**src/rtl/spq_pkg.sv**
```systemverilog
// shared types and constants for the sorted priority queue
// used by spq_cell, sorted_priority_queue_top and spq_checker
package spq_pkg;

  localparam int CAPACITY      = 16;
  localparam int TAG_BITS      = 16;
  localparam int PRIORITY_BITS = 16;

  // request kind codes
  localparam logic KIND_INSERT = 1'b0;
  localparam logic KIND_REMOVE = 1'b1;

  // result status codes
  localparam logic [1:0] STATUS_DONE    = 2'd0;
  localparam logic [1:0] STATUS_FULL    = 2'd1;
  localparam logic [1:0] STATUS_EMPTY   = 2'd2;

  // per-cycle operation broadcast to every cell
  typedef struct packed {
    logic ins;
    logic rem;
  } spq_op_t;

endpackage

```
**src/rtl/spq_cell.sv**
```systemverilog
// one slot of the sorted shift-register queue
// depends on spq_pkg for the operation struct
module spq_cell #(
  parameter int TAG_BITS      = spq_pkg::TAG_BITS,
  parameter int PRIORITY_BITS = spq_pkg::PRIORITY_BITS
) (
  input  logic                            clk,
  input  spq_pkg::spq_op_t                op,
  input  logic                            occupied,
  input  logic [TAG_BITS-1:0]             new_tag,
  input  logic signed [PRIORITY_BITS-1:0] new_priority,
  input  logic                            left_behind,
  input  logic [TAG_BITS-1:0]             left_tag,
  input  logic signed [PRIORITY_BITS-1:0] left_priority,
  input  logic [TAG_BITS-1:0]             right_tag,
  input  logic signed [PRIORITY_BITS-1:0] right_priority,
  output logic                            behind,
  output logic [TAG_BITS-1:0]             tag,
  output logic signed [PRIORITY_BITS-1:0] priority_q,
  output logic [TAG_BITS-1:0]             tag_next,
  output logic signed [PRIORITY_BITS-1:0] priority_next
);

  // new entry lands behind this cell when this one is strictly higher
  assign behind = occupied && (priority_q > new_priority);

  always_comb begin
    tag_next      = tag;
    priority_next = priority_q;
    if (op.ins) begin
      if (!behind) begin
        if (left_behind) begin
          tag_next      = new_tag;
          priority_next = new_priority;
        end else begin
          tag_next      = left_tag;
          priority_next = left_priority;
        end
      end
    end else if (op.rem) begin
      tag_next      = right_tag;
      priority_next = right_priority;
    end
  end

  always_ff @(posedge clk) begin
    tag        <= tag_next;
    priority_q <= priority_next;
  end

endmodule

```
**src/rtl/sorted_priority_queue_top.sv**
```systemverilog
// sorted priority queue: a row of CAPACITY cells, head in cell 0
// every cell compares and shifts in parallel; the result is registered and
// shown in the cycle after acceptance; one request per cycle unless in_stall
// reset: clears the entry count and out_valid; cell contents stay
// undefined until written and are never shown while unoccupied
module sorted_priority_queue_top #(
  parameter int CAPACITY      = spq_pkg::CAPACITY,
  parameter int TAG_BITS      = spq_pkg::TAG_BITS,
  parameter int PRIORITY_BITS = spq_pkg::PRIORITY_BITS,
  localparam int CNT_BITS     = $clog2(CAPACITY + 1)
) (
  input  logic                            clk,
  input  logic                            rst,
  input  logic                            in_valid,
  output logic                            in_stall,
  input  logic                            kind,
  input  logic [TAG_BITS-1:0]             item_tag,
  input  logic signed [PRIORITY_BITS-1:0] item_priority,
  output logic                            out_valid,
  input  logic                            out_stall,
  output logic [1:0]                      status,
  output logic                            head_valid,
  output logic [TAG_BITS-1:0]             head_tag,
  output logic signed [PRIORITY_BITS-1:0] head_priority,
  output logic [CNT_BITS-1:0]             entry_count,
  output logic                            is_full
);

  localparam logic [CNT_BITS-1:0] CAP_CNT = CNT_BITS'(CAPACITY);

  logic                      accept;
  logic [CNT_BITS-1:0]       count;
  logic [CNT_BITS-1:0]       count_next;
  logic                      full;
  logic                      empty;
  logic [1:0]                status_next;
  spq_pkg::spq_op_t          op;

  logic [CAPACITY-1:0]                    behind;
  logic [CAPACITY-1:0]                    occupied;
  logic [TAG_BITS-1:0]                    tags       [CAPACITY];
  logic signed [PRIORITY_BITS-1:0]        prios      [CAPACITY];
  logic [TAG_BITS-1:0]                    tags_next  [CAPACITY];
  logic signed [PRIORITY_BITS-1:0]        prios_next [CAPACITY];

  assign in_stall = out_valid && out_stall;
  assign accept   = in_valid && !in_stall;
  assign full     = (count == CAP_CNT);
  assign empty    = (count == '0);

  always_comb begin
    op          = '0;
    status_next = spq_pkg::STATUS_DONE;
    count_next  = count;
    if (accept) begin
      if (kind == spq_pkg::KIND_INSERT) begin
        if (full) begin
          status_next = spq_pkg::STATUS_FULL;
        end else begin
          op.ins     = 1'b1;
          count_next = count + 1'b1;
        end
      end else begin
        if (empty) begin
          status_next = spq_pkg::STATUS_EMPTY;
        end else begin
          op.rem     = 1'b1;
          count_next = count - 1'b1;
        end
      end
    end
  end

  genvar i;
  generate
    for (i = 0; i < CAPACITY; i++) begin : g_cell
      logic                            lb;
      logic [TAG_BITS-1:0]             lt;
      logic signed [PRIORITY_BITS-1:0] lp;
      logic [TAG_BITS-1:0]             rt;
      logic signed [PRIORITY_BITS-1:0] rp;

      assign occupied[i] = (count > CNT_BITS'(i));

      if (i == 0) begin : g_first
        assign lb = 1'b1;
        assign lt = '0;
        assign lp = '0;
      end else begin : g_mid
        assign lb = behind[i-1];
        assign lt = tags[i-1];
        assign lp = prios[i-1];
      end

      // last cell goes unoccupied on remove, its contents are don't-care
      if (i == CAPACITY - 1) begin : g_last
        assign rt = '0;
        assign rp = '0;
      end else begin : g_inner
        assign rt = tags[i+1];
        assign rp = prios[i+1];
      end

      spq_cell #(
        .TAG_BITS      (TAG_BITS),
        .PRIORITY_BITS (PRIORITY_BITS)
      ) u_cell (
        .clk            (clk),
        .op             (op),
        .occupied       (occupied[i]),
        .new_tag        (item_tag),
        .new_priority   (item_priority),
        .left_behind    (lb),
        .left_tag       (lt),
        .left_priority  (lp),
        .right_tag      (rt),
        .right_priority (rp),
        .behind         (behind[i]),
        .tag            (tags[i]),
        .priority_q     (prios[i]),
        .tag_next       (tags_next[i]),
        .priority_next  (prios_next[i])
      );
    end
  endgenerate

  always_ff @(posedge clk) begin
    if (rst) begin
      count     <= '0;
      out_valid <= 1'b0;
    end else begin
      count <= count_next;
      if (accept) begin
        out_valid <= 1'b1;
      end else if (!out_stall) begin
        out_valid <= 1'b0;
      end
    end
    if (accept) begin
      status      <= status_next;
      head_valid  <= (count_next != '0);
      head_tag    <= (count_next != '0) ? tags_next[0] : '0;
      head_priority <= (count_next != '0) ? prios_next[0] : '0;
      entry_count <= count_next;
      is_full     <= (count_next == CAP_CNT);
    end
  end

endmodule

```
**config.mk**
```make
export PLATFORM = sky130hd
export DESIGN_NAME = sorted_priority_queue_top
export DESIGN_NICKNAME = d
export VERILOG_FILES = /design/src/rtl/spq_pkg.sv /design/src/rtl/spq_cell.sv /design/src/rtl/sorted_priority_queue_top.sv
export SDC_FILE = /design/constraint.sdc
export NUM_CORES = 2
export LEC_CHECK = 0
export BUFFER_PORTS_ARGS = -buffer_cell sky130_fd_sc_hd__buf_2
export CAP_MARGIN = 25
export CORE_ASPECT_RATIO = 1.5
export CORE_MARGIN = 2
export CORE_UTILIZATION = 58
export DETAILED_ROUTE_END_ITERATION = 10
export GPL_TIMING_DRIVEN = 1
export HOLD_SLACK_MARGIN = 0.15
export PLACE_DENSITY = 0.82
export SKIP_LAST_GASP = 1
export SLEW_MARGIN = 25
export SYNTH_ARGS = -nofsm -noshare
export SYNTH_HDL_FRONTEND = slang
export SYNTH_HIERARCHICAL = 1
export SYNTH_SLANG_ARGS = --single-unit
```
**constraint.sdc**
```tcl
create_clock -name clk -period 7.1 [get_ports clk]
set_input_delay 1.775 -clock clk [delete_from_list [all_inputs] [get_ports clk]]
set_output_delay 1.775 -clock clk [all_outputs]
set_load 0.1 [all_outputs]
```
# After elaboration in Yosys (flattened, before gate mapping)
# Index checks and enable logic that the tools add are counted.
# Widths: inputs -> output; s select.
word_totals:
  ff_bits: 559
  wordCells: 268
  in_bits: 37
  output_inout_bits: 43
classes:
  add_sub_neg: 2
  n_reduce_logical: 37
  eq_ne: 18
  order_cmp: 32
  n_mux: 139
op_table:
  columns: ["cell", "n"]
  rows:
  - ["$mux 16", 125]
  - ["$gt 16x16->1", 16]
  - ["$gt 5x4->1 const B", 8]
  - ["$ne 2x2->1 const B", 15]
  - ["$reduce_and 2->1", 15]
  - ["$gt 5x3->1 const B", 4]
  - ["$mux 5", 4]
  - ["$logic_and 1x1->1", 18]
  - ["$eq 5x5->1 const B", 2]
  - ["$gt 5x1->1 const B", 2]
  - ["$gt 5x2->1 const B", 2]
  - ["$mux 1", 7]
  - ["$mux 2", 3]
  - ["$add 5x1->5 const B", 1]
  - ["$logic_not 5->1", 1]
  - ["$reduce_bool 5->1", 1]
  - ["$sub 5x1->5 const B", 1]
  - ["$ne 2x1->1 const B", 1]
  - ["$reduce_bool 2->1", 1]
  - ["$logic_not 1->1", 1]

# Logic depth before layout (Yosys ltp)
depth:
  ltp_word: 6
  mapped_depth: 14

# Hierarchy
# Netlist, hierarchy kept.
by_module_without_submodules:
  columns: ["module", "n_inst", "seq_area_each_um2", "area_each_um2", "cells_per_inst"]
  rows:
  - ["spq_cell (g_cell[0].u_cell ...)", 9, 640.6, 2468.6, 270]
  - ["spq_cell (g_cell[3].u_cell ...)", 7, 640.6, 2296.0, 245]
  - ["sorted_priority_queue_top", 1, 1351.3, 2309.7, 181]

# Least setup slack after synthesis
# Ideal clock, no wire load.
synth_path:
  path_kind: "input to register"
  startpoint: "in kind"
  endpoint: "reg head_priority[12], data pin"
  path_slack_ps: 1411
  t_arrival_ps: 5535
  path_buffers: 3
  stages: 8
  t_required_ps: 6946
  path_cell_list: "clkbuf_1 > nand2_4 > nor2_1 > clkbuf_1 > clkbuf_1 > a211oi_1 > a21oi_1 > a21boi_0"
synth_rtl:
  columns: ["element", "line_no", "text"]
  rows:
  - ["start, declared", "sorted_priority_queue_top.sv:16", "input logic kind,"]
  - ["end signal, assigned", "sorted_priority_queue_top.sv:143", "head_priority <= (count_next != '0) ? prios_next[0] : '0;"]
  - ["end, declared", "sorted_priority_queue_top.sv:24", "output logic signed [PRIORITY_BITS-1:0] head_priority,"]

==> results.txt <==
Share of cells above drive strength 1 - 0.133
Peak supply drop - 0.425 mV
Floorplan die width - 220 um
First-pass GRT wire length - 176000 um
Final period demand of the worst path - 5200 ps
Share of total power in combinational logic - 0.483
Area share of the largest cell type after synthesis - 0.255
Height of the chip - 328 um
Number of distinct library cells after synthesis - 61
Total DRC errors in the routed layout - 0
IO buf count - 79
Max Clk Rate - 0.192 GHz
Die ar. - 0.0722 sq mm
Worst Min Path Start - g_cell[4].u_cell/tag[0]$_DFF_P_
Clock tree root driver cell - clkbuf_16
Row count - 118
Cell area reported after detailed placement - 0.0410 sq mm
Async SR Flop Fraction - 0
Clock network power share - 0.173
Tot GR Track Use - 0.297
Result of the run - complete, no violations
Final cell count without fillers - 5201
Routed wire per std cell - 21.2 um
Required time worst endpoint - 7600 ps
Largest net degree at the start of global routing - 220
Pre-Repair DR Iteration Count - 10
Combined area of all synthesized cells - 0.0406 sq mm
Post-synth EDFFs - 41
Clock tree buffer depth - 3
Dominant synthesized flop cell - dfxtp_1
Pins Over Slew Limit - 0
Number of gates resized after CTS - 0
Worst max-slew margin expressed relative to the limit - 0.270
Routed length on met2 - 53800 um
Seq cells post-synth - 559
TritonCTS Buffers - 55
Final setup TNS - 0 ps
Number of ports placed on the die boundary - 80
Total setup violations reported at the end of the flow - 0
Worst min-delay path category - reg -> reg
Critical path startpoint category - input pin
FILL cells - 5685
Post-route ant nets - 0
Met3 routed wirelength - 5400 um
Number of global-route vias before repair - 33400
Period Utilization, post-route - 0.733
DPL Wire Length - 74300 um
Clock-pin slew on the worst setup and hold paths - 70 ps
Worst-Skew Late Latency - 660 ps
Highest routing layer actually used - met5
Met1 wire length - 43800 um
Max_cap viols - 0
Startpoint of the most critical setup path - item_priority[15]
Clock Sink Count - 559
Unrepaired setup endpoints after global routing - false
Final-report hold violation count - 0
Critical Setup Path Class - in -> reg
Gp weighted congestion - 0.930
Total power per unit cell area - 432 mW/mm^2
Total non-filler cell area in the finished layout - 0.0430 sq mm
Hold buffer count at CTS - 0
Switching part of the total - 0.425
Via count normalized by instance count - 6.50
Crit path DAT - 5700 ps
Yosys warns - 6
Vias after detailed routing - 33800
Effective utilization at floorplan - 0.588
Worst-case register-to-register setup slack - 2920 ps
Post-Synthesis Mean Instance Area - 9.38 sq um
GR Overflow Total - 0
Placed instance count - 5098
Int Power - 0.0107 W
TritonCTS clock tree - built
Leakage power - 17.8 nW
Sequential element share of the synthesized area - 0.286
Post-layout net count - 4554
Layout overhead on the synthesized area - 5.92%
Setup repair bufs after CTS - 0
Total routed wirelength - 110000 um
Most area-consuming cells after synthesis - dfxtp_1, mux2i_1, ha_1
Area of the core region - 0.0691 sq mm
Startpoint of the most critical register-to-register path - count[1]$_SDFF_PP0_
Biggest area consumer among synthesized cells - dfxtp_1
Cell count after synthesis - 4326
Total number of H-tree levels - 2
Largest driver fanout on the critical path - 32
Sequential share of power - 0.344
First DRT Iteration DRCs - 3147
Worst Clk Skew - 33.7 ps
Initial antenna violation count - 2
Slew @ Worst Pin - 1090 ps
Switching power - 0.00789 W
Crit. End Element - register
==> sequential cells by signal, indices dropped and copies added (netlist names), 2 cells and up <==
name	flops
status	2
g_cell.u_cell/priority_q	256
entry_count	5
head_tag	16
count	5
g_cell.u_cell/tag	256
head_priority	16
==> final cells by class <==
| type | count | area, sq um | share of cell area |
|---|---|---|---|
| sequential | 559 | 11600 | 0.270 |
| clock inverter | 20 | 264 | 0.00614 |
| timing repair buffer | 129 | 887 | 0.0206 |
| inverter | 495 | 1860 | 0.0432 |
| clock buffer | 80 | 1680 | 0.0391 |
| multi-input combinational | 3015 | 25600 | 0.595 |
| antenna | 3 | 7.51 | 0.000175 |
| tap | 900 | 1130 | 0.0262 |
==> through the flow <==
step / total power, W / hold slack (ps) / util / setup slack (ps)
global route: 0.0197 / 536 / 0.622 / 1800
global placement: 0.0148 / 495 / 0.594 / 1450
floorplan: 0.0132 / 483 / - / 1410
detailed placement: 0.0151 / 508 / 0.594 / 1340
CTS: 0.0184 / 517 / 0.622 / 2040
finish: 0.0186 / 519 / 0.622 / 1900
==> final timing paths <==
path | end | cells after the start
hold / removal | g_cell[4].u_cell/tag[0]$_DFF_P_ | 2
setup / recovery | g_cell[9].u_cell/tag[2]$_DFF_P_ | 10
setup reg to reg | g_cell[9].u_cell/tag[2]$_DFF_P_ | 11
hold reg to reg | g_cell[4].u_cell/tag[0]$_DFF_P_ | 2
==> power by group through the flow <==
| stage | Combinational, W | Sequential (W) | Clock, W |
|---|---|---|---|
| final | 0.00896 | 0.00638 | 0.00322 |
| after global routing | 0.00980 | 0.00657 | 0.00336 |
| after CTS | 0.00885 | 0.00634 | 0.00324 |
| after detailed placement | 0.00875 | 0.00637 | 0 |
| after global placement | 0.00843 | 0.00633 | 0 |
| after floorplan | 0.00689 | 0.00629 | 0 |
==> worst max-delay path, cell delays in order <==
cell,delay (ps)
buf_2,590
inv_1,100
ha_1,410
nand4_1,240
nor3_1,430
a21boi_1,350
or3_4,210
and3_2,880
mux2i_1,220
a222oi_1,420
==> cell usage after synthesis (all sizes together), types with 36 or more instances <==
master,n
mux2i,722
dfxtp,518
inv,495
a21oi,399
a211oi,293
nor2b,292
mux2,270
ha,262
clkbuf,232
a222oi,210
buf,88
nand2,56
nand4,55
nor2,55
a21boi,46
edfxtp,41
o21ai,36
==> layout by cell type, fill, tap and decap left out, types with 29 or more instances in the layout <==
cell type / instances
a211oi_1: 293
a21oi_1: 390
a222oi_1: 210
buf_2: 79
buf_4: 40
clkbuf_16: 57
conb_1: 65
dfxtp_1: 518
edfxtp_1: 41
ha_1: 262
inv_1: 494
mux2_2: 270
mux2i_1: 722
nand2_1: 55
nand4_1: 55
nor2_1: 53
nor2b_1: 292
o21ai_0: 29
==> kinds of logic after synthesis <==
group / after synthesis / synth area share
mux: 992 / 0.253
other cells: 2 / 0.000185
buf+inv: 815 / 0.0935
fa+ha+maj: 262 / 0.0807
simple gates: 576 / 0.0853
xor+xnor: 2 / 0.000432
flops: 559 / 0.286
compound gates: 1118 / 0.201
==> metal layers <==
metal  vias up  GRT usage
li1      15900          -
met1     16300      0.345
met2      1168      0.513
met3       408     0.0378
met4         2      0.190
met5         -          0
Power figures use the tool's default switching activity.
